[src/sv/plic_pkg.sv]
`timescale 1ns / 1ps
package plic_pkg;
  localparam int unsigned MaxExtent = 256;
  localparam int unsigned ExtW = 9;
  localparam int unsigned CoordW = 16;
  localparam int unsigned LinW = 26;
  localparam int unsigned IdxW = 24;
  localparam int unsigned OutW = 8;
  localparam int unsigned CfgIdxW = 2;
  // wrap quotient width: |coord| < 2^16 and extent >= 1
  localparam int unsigned QW = 17;
  // lin index digit width for reverse division
  localparam int unsigned LQW = 25;
  // stages of the pipelined divider, four quotient bits per stage (two in the last)
  localparam int unsigned DivStages = (LinW + 3) / 4;

  localparam logic [CfgIdxW-1:0] RegSizeX = 2'd0;
  localparam logic [CfgIdxW-1:0] RegSizeY = 2'd1;
  localparam logic [CfgIdxW-1:0] RegSizeZ = 2'd2;

  typedef enum logic {OpToIndex = 1'b0, OpToCoord = 1'b1} op_t;

  typedef struct packed {
    logic [ExtW-1:0] ex;
    logic [ExtW-1:0] ey;
    logic [ExtW-1:0] ez;
  } ext_t;

  // clamp a raw extent register into 1..MaxExtent
  function automatic logic [ExtW-1:0] clamp_ext(input logic [ExtW-1:0] r);
    logic [ExtW-1:0] v;
    begin
      v = r;
      if (r == '0) v = ExtW'(1);
      else if ({23'd0, r} > 32'(MaxExtent)) v = ExtW'(MaxExtent);
      return v;
    end
  endfunction
endpackage

[src/sv/plic_divstep.sv]
`timescale 1ns / 1ps
// one restoring-division stage: brings down bits_i dividend bits (at most four) at once
// (fixed structure per instance; each divider lane has its own instances)
module plic_divstep (
  input  logic [25:0] rem_i,
  input  logic [25:0] num_i,
  input  logic [8:0]  den_i,
  input  logic [3:0]  bits_i,
  output logic [25:0] rem_o,
  output logic [25:0] num_o,
  output logic [3:0]  qbits_o
);
  logic [26:0] r;
  logic [25:0] n;
  logic [3:0]  q;
  // shift-subtract over bits_i bits, at most four
  always_comb begin
    r = {1'b0, rem_i};
    n = num_i;
    q = '0;
    for (int k = 0; k < 4; k++) begin
      if (k < int'(bits_i)) begin
        r = {r[25:0], n[25]};
        n = {n[24:0], 1'b0};
        q = {q[2:0], 1'b0};
        if (r >= {18'd0, den_i}) begin
          r = r - {18'd0, den_i};
          q[0] = 1'b1;
        end
      end
    end
    rem_o = r[25:0];
    num_o = n;
    qbits_o = q;
  end
endmodule

[src/sv/plic_div.sv]
`timescale 1ns / 1ps
// pipelined divider: 26-bit unsigned by 9-bit divisor, 4 bits per stage, 2 in the last
module plic_div (
  input  logic                      clk,
  input  logic                      en,
  input  logic [plic_pkg::LinW-1:0] num_i,
  input  logic [8:0]                den_i,
  output logic [plic_pkg::LinW-1:0] quo_o,
  output logic [8:0]                rem_o
);
  logic [25:0] rem_r [plic_pkg::DivStages+1];
  logic [25:0] num_r [plic_pkg::DivStages+1];
  logic [plic_pkg::LinW-1:0] quo_r [plic_pkg::DivStages+1];
  logic [8:0] den_r [plic_pkg::DivStages+1];

  assign rem_r[0] = '0;
  assign num_r[0] = num_i;
  assign quo_r[0] = '0;
  assign den_r[0] = den_i;

  for (genvar s = 0; s < plic_pkg::DivStages; s++) begin : g_st
    localparam int unsigned NB =
      ((plic_pkg::LinW - 4*s) < 4) ? (plic_pkg::LinW - 4*s) : 4;
    logic [25:0] rem_nxt, num_nxt;
    logic [3:0]  q;
    logic [25:0] rem_q, num_q;
    logic [plic_pkg::LinW-1:0] quo_q;
    logic [8:0] den_q;
    plic_divstep u_st (
      .rem_i(rem_r[s]), .num_i(num_r[s]), .den_i(den_r[s]),
      .bits_i(4'(NB)), .rem_o(rem_nxt), .num_o(num_nxt), .qbits_o(q)
    );
    // stage register
    always_ff @(posedge clk) begin
      if (en) begin
        rem_q <= rem_nxt;
        num_q <= num_nxt;
        quo_q <= (quo_r[s] << NB) | plic_pkg::LinW'(q);
        den_q <= den_r[s];
      end
    end
    assign rem_r[s+1] = rem_q;
    assign num_r[s+1] = num_q;
    assign quo_r[s+1] = quo_q;
    assign den_r[s+1] = den_q;
  end

  assign quo_o = quo_r[plic_pkg::DivStages];
  assign rem_o = rem_r[plic_pkg::DivStages][8:0];
endmodule

[config.mk]
export PLATFORM = sky130hd
export DESIGN_NAME = plic_div
export DESIGN_NICKNAME = d
export VERILOG_FILES = /design/src/sv/plic_pkg.sv /design/src/sv/plic_divstep.sv /design/src/sv/plic_div.sv
export SDC_FILE = /design/constraint.sdc
export NUM_CORES = 1
export LEC_CHECK = 0
export ABC_AREA = 1
export BUFFER_PORTS_ARGS = -buffer_cell sky130_fd_sc_hd__buf_2
export CAP_MARGIN = 25
export CORE_ASPECT_RATIO = 1.4
export CORE_MARGIN = 2
export CORE_UTILIZATION = 65
export CTS_CLUSTER_DIAMETER = 150
export DETAILED_ROUTE_END_ITERATION = 8
export PLACE_DENSITY = 0.82
export SYNTH_ARGS = -nofsm -noshare
export SYNTH_HDL_FRONTEND = slang
export SYNTH_SLANG_ARGS = --single-unit
[constraint.sdc]
create_clock -name clk -period 13.7 [get_ports clk]
set_input_delay 0.685 -clock clk [delete_from_list [all_inputs] [get_ports clk]]
set_output_delay 0.685 -clock clk [all_outputs]
set_load 0.01 [all_outputs]
== After elaboration in Yosys (flattened, before gate mapping) ==
Index checks and enable logic that the tools add are counted.
Cells by class
  add/sub/neg operators: 26
  bitwise logic cells: 6
  order comparisons: 26
  muxes and demuxes: 52
Operators with widths (number)
  27-bit by 9-bit >= comparator with 1-bit output: 25
  26-bit two-way mux: 25
  26-bit by 9-bit subtractor with 26-bit output: 24
  1-bit two-way mux: 26
  26-bit by 2-bit OR with 26-bit output: 1
  24-bit by 4-bit OR with 24-bit output: 1
  20-bit by 4-bit OR with 20-bit output: 1
  16-bit by 4-bit OR with 16-bit output: 1
  12-bit by 4-bit OR with 12-bit output: 1
  1-bit by 9-bit subtractor with 10-bit output: 1
  1-bit by 9-bit >= comparator with 1-bit output: 1
  9-bit two-way mux: 1
  9-bit subtractor: 1
  8-bit by 4-bit OR with 8-bit output: 1
Word-level totals
  logic and storage cells: 136
  bits of input ports: 37
  register bits after elaboration: 401

== Logic depth before layout (Yosys ltp) ==
  depth after elaboration: 9
  depth in mapped cells: 71
  mapped depth without buffers: 65

== By module ==
Synthesis repeated with hierarchy kept, for this count alone.
Unflattened totals
  cells, all modules: 11687
  area, all modules: 69748.1 um2
By module, submodules not included
  plic_divstep (g_st[0].u_st ...): cells each 1613, sequential area each 0.0 um2, area an instance 7968.9 um2, times used 4
  plic_div: cells each 493, sequential area each 14564.0 um2, area an instance 14594.0 um2, times used 1
  plic_divstep (g_st[6].u_st): cells each 1601, sequential area each 0.0 um2, area an instance 7826.3 um2, times used 1
  plic_divstep (g_st[2].u_st): cells each 1590, sequential area each 0.0 um2, area an instance 7752.4 um2, times used 1
  plic_divstep (g_st[5].u_st): cells each 1551, sequential area each 0.0 um2, area an instance 7699.9 um2, times used 1

== Worst setup path after synthesis ==
No wires, ideal clock.
  path type: register to register
  start: register g_st[1].den_q[1]
  end: register g_st[2].rem_q[8], data pin
  arrival: 9384 ps
  clock period less this slack: 9637 ps
  slack: 4063 ps
  setup time: 253 ps
  stages on the path, launching flop included: 66
  cell sequence: edfxtp_1 -> inv_1 -> ha_1 -> nand2_1 -> inv_1 -> nand2_1 -> nand2_1 -> nand3_1 -> nand3_1 -> nor2_1 -> clkbuf_1 -> o21ai_0 -> ha_1 -> a21oi_1 -> nor2_1 -> nor2_1 -> o21ai_0 -> nand2_1 -> [... 30 more ...] -> o21ai_0 -> ha_1 -> a21oi_1 -> o21ai_0 -> a21oi_1 -> o21bai_1 -> a21oi_1 -> o21bai_1 -> a21o_1 -> a21oi_1 -> nand4_2 -> nor2_4 -> nand2_2 -> nor2_2 -> nand2_2 -> buf_6 -> nand2_1 -> nand2_1
On the way
  cells in the longest elaborated chain, start to end: 8
  elaborated cells between the ends (all ways): 12
Ends and longest elaborated chain
  from (decl): line plic_div.sv:28  | logic [8:0] den_q;
  from (signal assigned): line plic_div.sv:39  | den_q <= den_r[s];
  26-bit by 9-bit subtractor with 26-bit output or 27-bit by 9-bit >= comparator with 1-bit output (tied branches): line plic_divstep.sv:27, plic_divstep.sv:26
  26-bit two-way mux: line plic_divstep.sv:26  | if (r >= {18'd0, den_i}) begin
  26-bit by 9-bit subtractor with 26-bit output or 27-bit by 9-bit >= comparator with 1-bit output (tied branches): line plic_divstep.sv:27, plic_divstep.sv:26
  26-bit two-way mux: line plic_divstep.sv:26
  26-bit by 9-bit subtractor with 26-bit output or 27-bit by 9-bit >= comparator with 1-bit output (tied branches): line plic_divstep.sv:27, plic_divstep.sv:26
  26-bit two-way mux: line plic_divstep.sv:26
  26-bit by 9-bit subtractor with 26-bit output or 27-bit by 9-bit >= comparator with 1-bit output (tied branches): line plic_divstep.sv:27, plic_divstep.sv:26
  26-bit two-way mux *: line plic_divstep.sv:26
  named net g_st[2].rem_nxt[8]: line plic_div.sv:24  | logic [25:0] rem_nxt, num_nxt;
  to (signal assigned): line plic_div.sv:36  | rem_q <= rem_nxt;
  to (decl): line plic_div.sv:26  | logic [25:0] rem_q, num_q;
Mark *: on every way through the listed nets, which the timed path passes. The rest lies on a longest branch.
A chain may end at the register's enable or synchronous reset.

== Worst setup path in the final report ==
  start: register g_st[1].den_q[1]
  end: register g_st[2].rem_q[14], data pin
Same word-level chain as after synthesis.

==> flow_summary.yaml <==
outcome:
  status: "finished clean"
logic_synthesis:
  ys_seq_elements: 401
  synth_area_leaders: "edfxtp_1 29%, nand2_1 18%, inv_1 7.7%, ha_1 7.0%, nand3_1 5.5%"
  synth_top_cell_area_share_pct: 29.41
  async_flop_share_pct: 0
  synth_mux_area_share_pct: 0
  synth_fa_ha_area_share_pct: 8.189
  synth_top_family_by_area: "simple AND/OR/NAND/NOR gates"
  ys_top_cells_by_count: "1914 x nand2_1, 845 x inv_1, 565 x nor2_1"
  synth-warning-count: 0
  synth-compound-area-share_pct: 8.109
  synthXorXnorAreaFrac_pct: 5.582
  yosysSeqAreaShare_pct: 29.41
  yosys.area_share.simple_pct: 39.18
  syn_avg_cell_area_um2: 6.826
  netlist_instances: 5999
  ys.flop_type: "edfxtp_1"
  yosysTopAreaCell: "edfxtp_1"
  synth_edf_count: 401
  syn-num-nets: 6289
  yosysMostFrequentCell: "nand2_1"
  synthesis.area_um2: 40950
  synth_cell_types: 70
flow_run:
  drv_cap: 0
drt:
  vias_per_cell: 5.609
  wl_um: 111400
  drt_first_pass_iters: 8
  routedWlPerCell_um: 16.14
  drtAntennaViolNets: 0
  dr_total_vias: 38710
  drcViolationCount: 0
  dr.first_iter.drc_count: 2667
floorplanning:
  start_util_pct: 65.88
  die_area_um2: 65050
  die_width_um: 216.1
  top_level_ports: 72
  core_um2: 62160
  die_height_um: 301.0
  rows: 108
placed_design:
  io_buffers: 71
  globalplace.congestion: 0.9949
  post-place-ws_ps: 1622
  dpl.hpwl_um: 90030
worst_setup_path:
  startpoint_type: "flop"
  rr_startpoint: "g_st[1].den_q[1]$_DFFE_PP_"
  worstSetupEndpointType: "flop"
  crit_fanout: 36
  critPathSlowestCell: "nor2_1"
  rr_endpoint: "g_st[2].rem_q[14]$_DFFE_PP_"
  arrival_ps: 12620
  max_stage_delay_ps: 720
  worst_ep_required_time_ps: 14020
  r2r_slack_ps: 1410
  path_common_cell: "nand2_1"
  ff2ff_path_depth: 56
  critPathKind: "flop to flop"
global_route:
  antenna_found_initial: 2
  use_met1_pct: 36.58
  grt_start_max_net_pins: 105
  grt_pass1_vias: 37580
  overflow: 0
  met2_usage_pct: 64.37
  grt_use_met3_pct: 3.566
  grt.busiest_layer: "met2"
  grtUsageTotal_pct: 34.16
  grt_pass1_wl_um: 181000
finish:
  drive_above_1_share_pct: 8.790
  area_growth_syn_to_layout_pct: 5.845
  fin_nets: 6330
cts:
  cts_sinks: 401
  cts_resized: 0
  cts_buffers: 43
  clk_latency_ps: 610
  root_buffer: "clkbuf_16"
  cts_hold_buf: 0
  clock_path_buffers: 3
  cts_tree: "done"
  cts_setup_buffers: 0
  ctsHtreeMaxLevel: 2
  path_clk_slew_ps: 70
sta:
  clock.fmax_ghz: 0.08135
  slew_violations: 0
  max_slew_margin_pct: 31.01
  finalHoldViolations: 0
  rsz0062_at_grt: "no"
  fin_ws_ps: 1407
  timing.final.crit_share_pct: 89.73
  worst_slew_pin_slew_ps: 1035
  holdWs_ps: 242.7
  tns_ps: 0
  setup_violations: 0
  clock_skew_ps: 19.08
  min_period_ps: 12290
worst_hold_path:
  hold_depth: 1
  min_path_type: "primary input to flop"
  whs_endpoint: "g_st[0].num_q[9]$_DFFE_PP_"
  hp-start: "num_i[5]"
-- layer usage --
| metal | part of all wire, % | up-vias |
|---|---|---|
| met1 | 38 | 17500 |
| met3 | 4.1 | 436 |
| met4 | 6.5 | 4 |
| met2 | 52 | 1184 |
| met5 | 0.021 | - |
| li1 | - | 19580 |
-- stage by stage --
stage | cell area [µm²] | std cells | util (%)
final | 43340 | 6901 | 69.73
after global routing | 43340 | 6900 | 69.72
after CTS | 43310 | 6899 | 69.68
after detailed placement | 41800 | 6819 | 67.24
after global placement | 41800 | 6819 | 67.24
after floorplan | 40950 | 5999 | -
-- state kept, by name, indices dropped and copies added, names as in the netlist --
name	cells
g_st.den_q	54
g_st.quo_q	84
g_st.num_q	72
quo_o	26
g_st.rem_q	165
-- cells by family (layout without fill, tap and decap cells) --
family                   Yosys count  after routing
AO/OA/AOI/OAI                    587            587
buffers and inverters            964           1040
XOR/XNOR                         261            261
other                              0              1
adder cells (fa/ha/maj)          253            253
flip-flops                       401            401
AND/OR/NAND/NOR                 3533           3533
-- cell type report --
class                           instances  area (µm²)
Timing Repair Buffer                   76       422.9
Fill cell                            5462       18820
Multi-Input combinational cell       4634       25010
Clock buffer                           47        1112
Tap cell                              825        1032
Clock inverter                         33       405.4
Inverter                              884        3321
Sequential cell                       401       12040
Antenna cell                            1       2.502
-- how the worst max path moves through the flow --
stage                                     from  cells past startpoint                           to
global placement    g_st[1].den_q[1]$_DFFE_PP_                     56  g_st[2].rem_q[18]$_DFFE_PP_
CTS                 g_st[1].den_q[1]$_DFFE_PP_                     57   g_st[2].rem_q[2]$_DFFE_PP_
detailed placement  g_st[1].den_q[1]$_DFFE_PP_                     56  g_st[2].rem_q[14]$_DFFE_PP_
finish              g_st[1].den_q[1]$_DFFE_PP_                     56  g_st[2].rem_q[14]$_DFFE_PP_
floorplan           g_st[1].den_q[1]$_DFFE_PP_                     65   g_st[2].rem_q[8]$_DFFE_PP_
global route        g_st[1].den_q[1]$_DFFE_PP_                     55  g_st[2].rem_q[14]$_DFFE_PP_
-- critical path, delay by kind of cell, from the launching register on --
family	cells	cell delay, ps
compound gates	16	3790
fa+ha+maj	4	1430
buf+inv	7	1180
flops	1	580
simple gates	29	5010
-- placed cells by master, fill, tap and decap left out, types with 79 or more instances in the layout --
master | synthesis | layout
xnor2_1 | 106 | 106
nand2_2 | 79 | 79
xor2_1 | 155 | 155
nand2_1 | 1914 | 1914
inv_1 | 845 | 845
nand4_1 | 141 | 141
ha_1 | 228 | 228
o21ai_0 | 264 | 264
nand3_1 | 449 | 449
edfxtp_1 | 401 | 401
a21oi_1 | 172 | 172
nor2_1 | 565 | 565
Power is left out: the tool's default activity adds up to more than one toggle a clock period on the data nets, which glitch-free logic cannot reach.
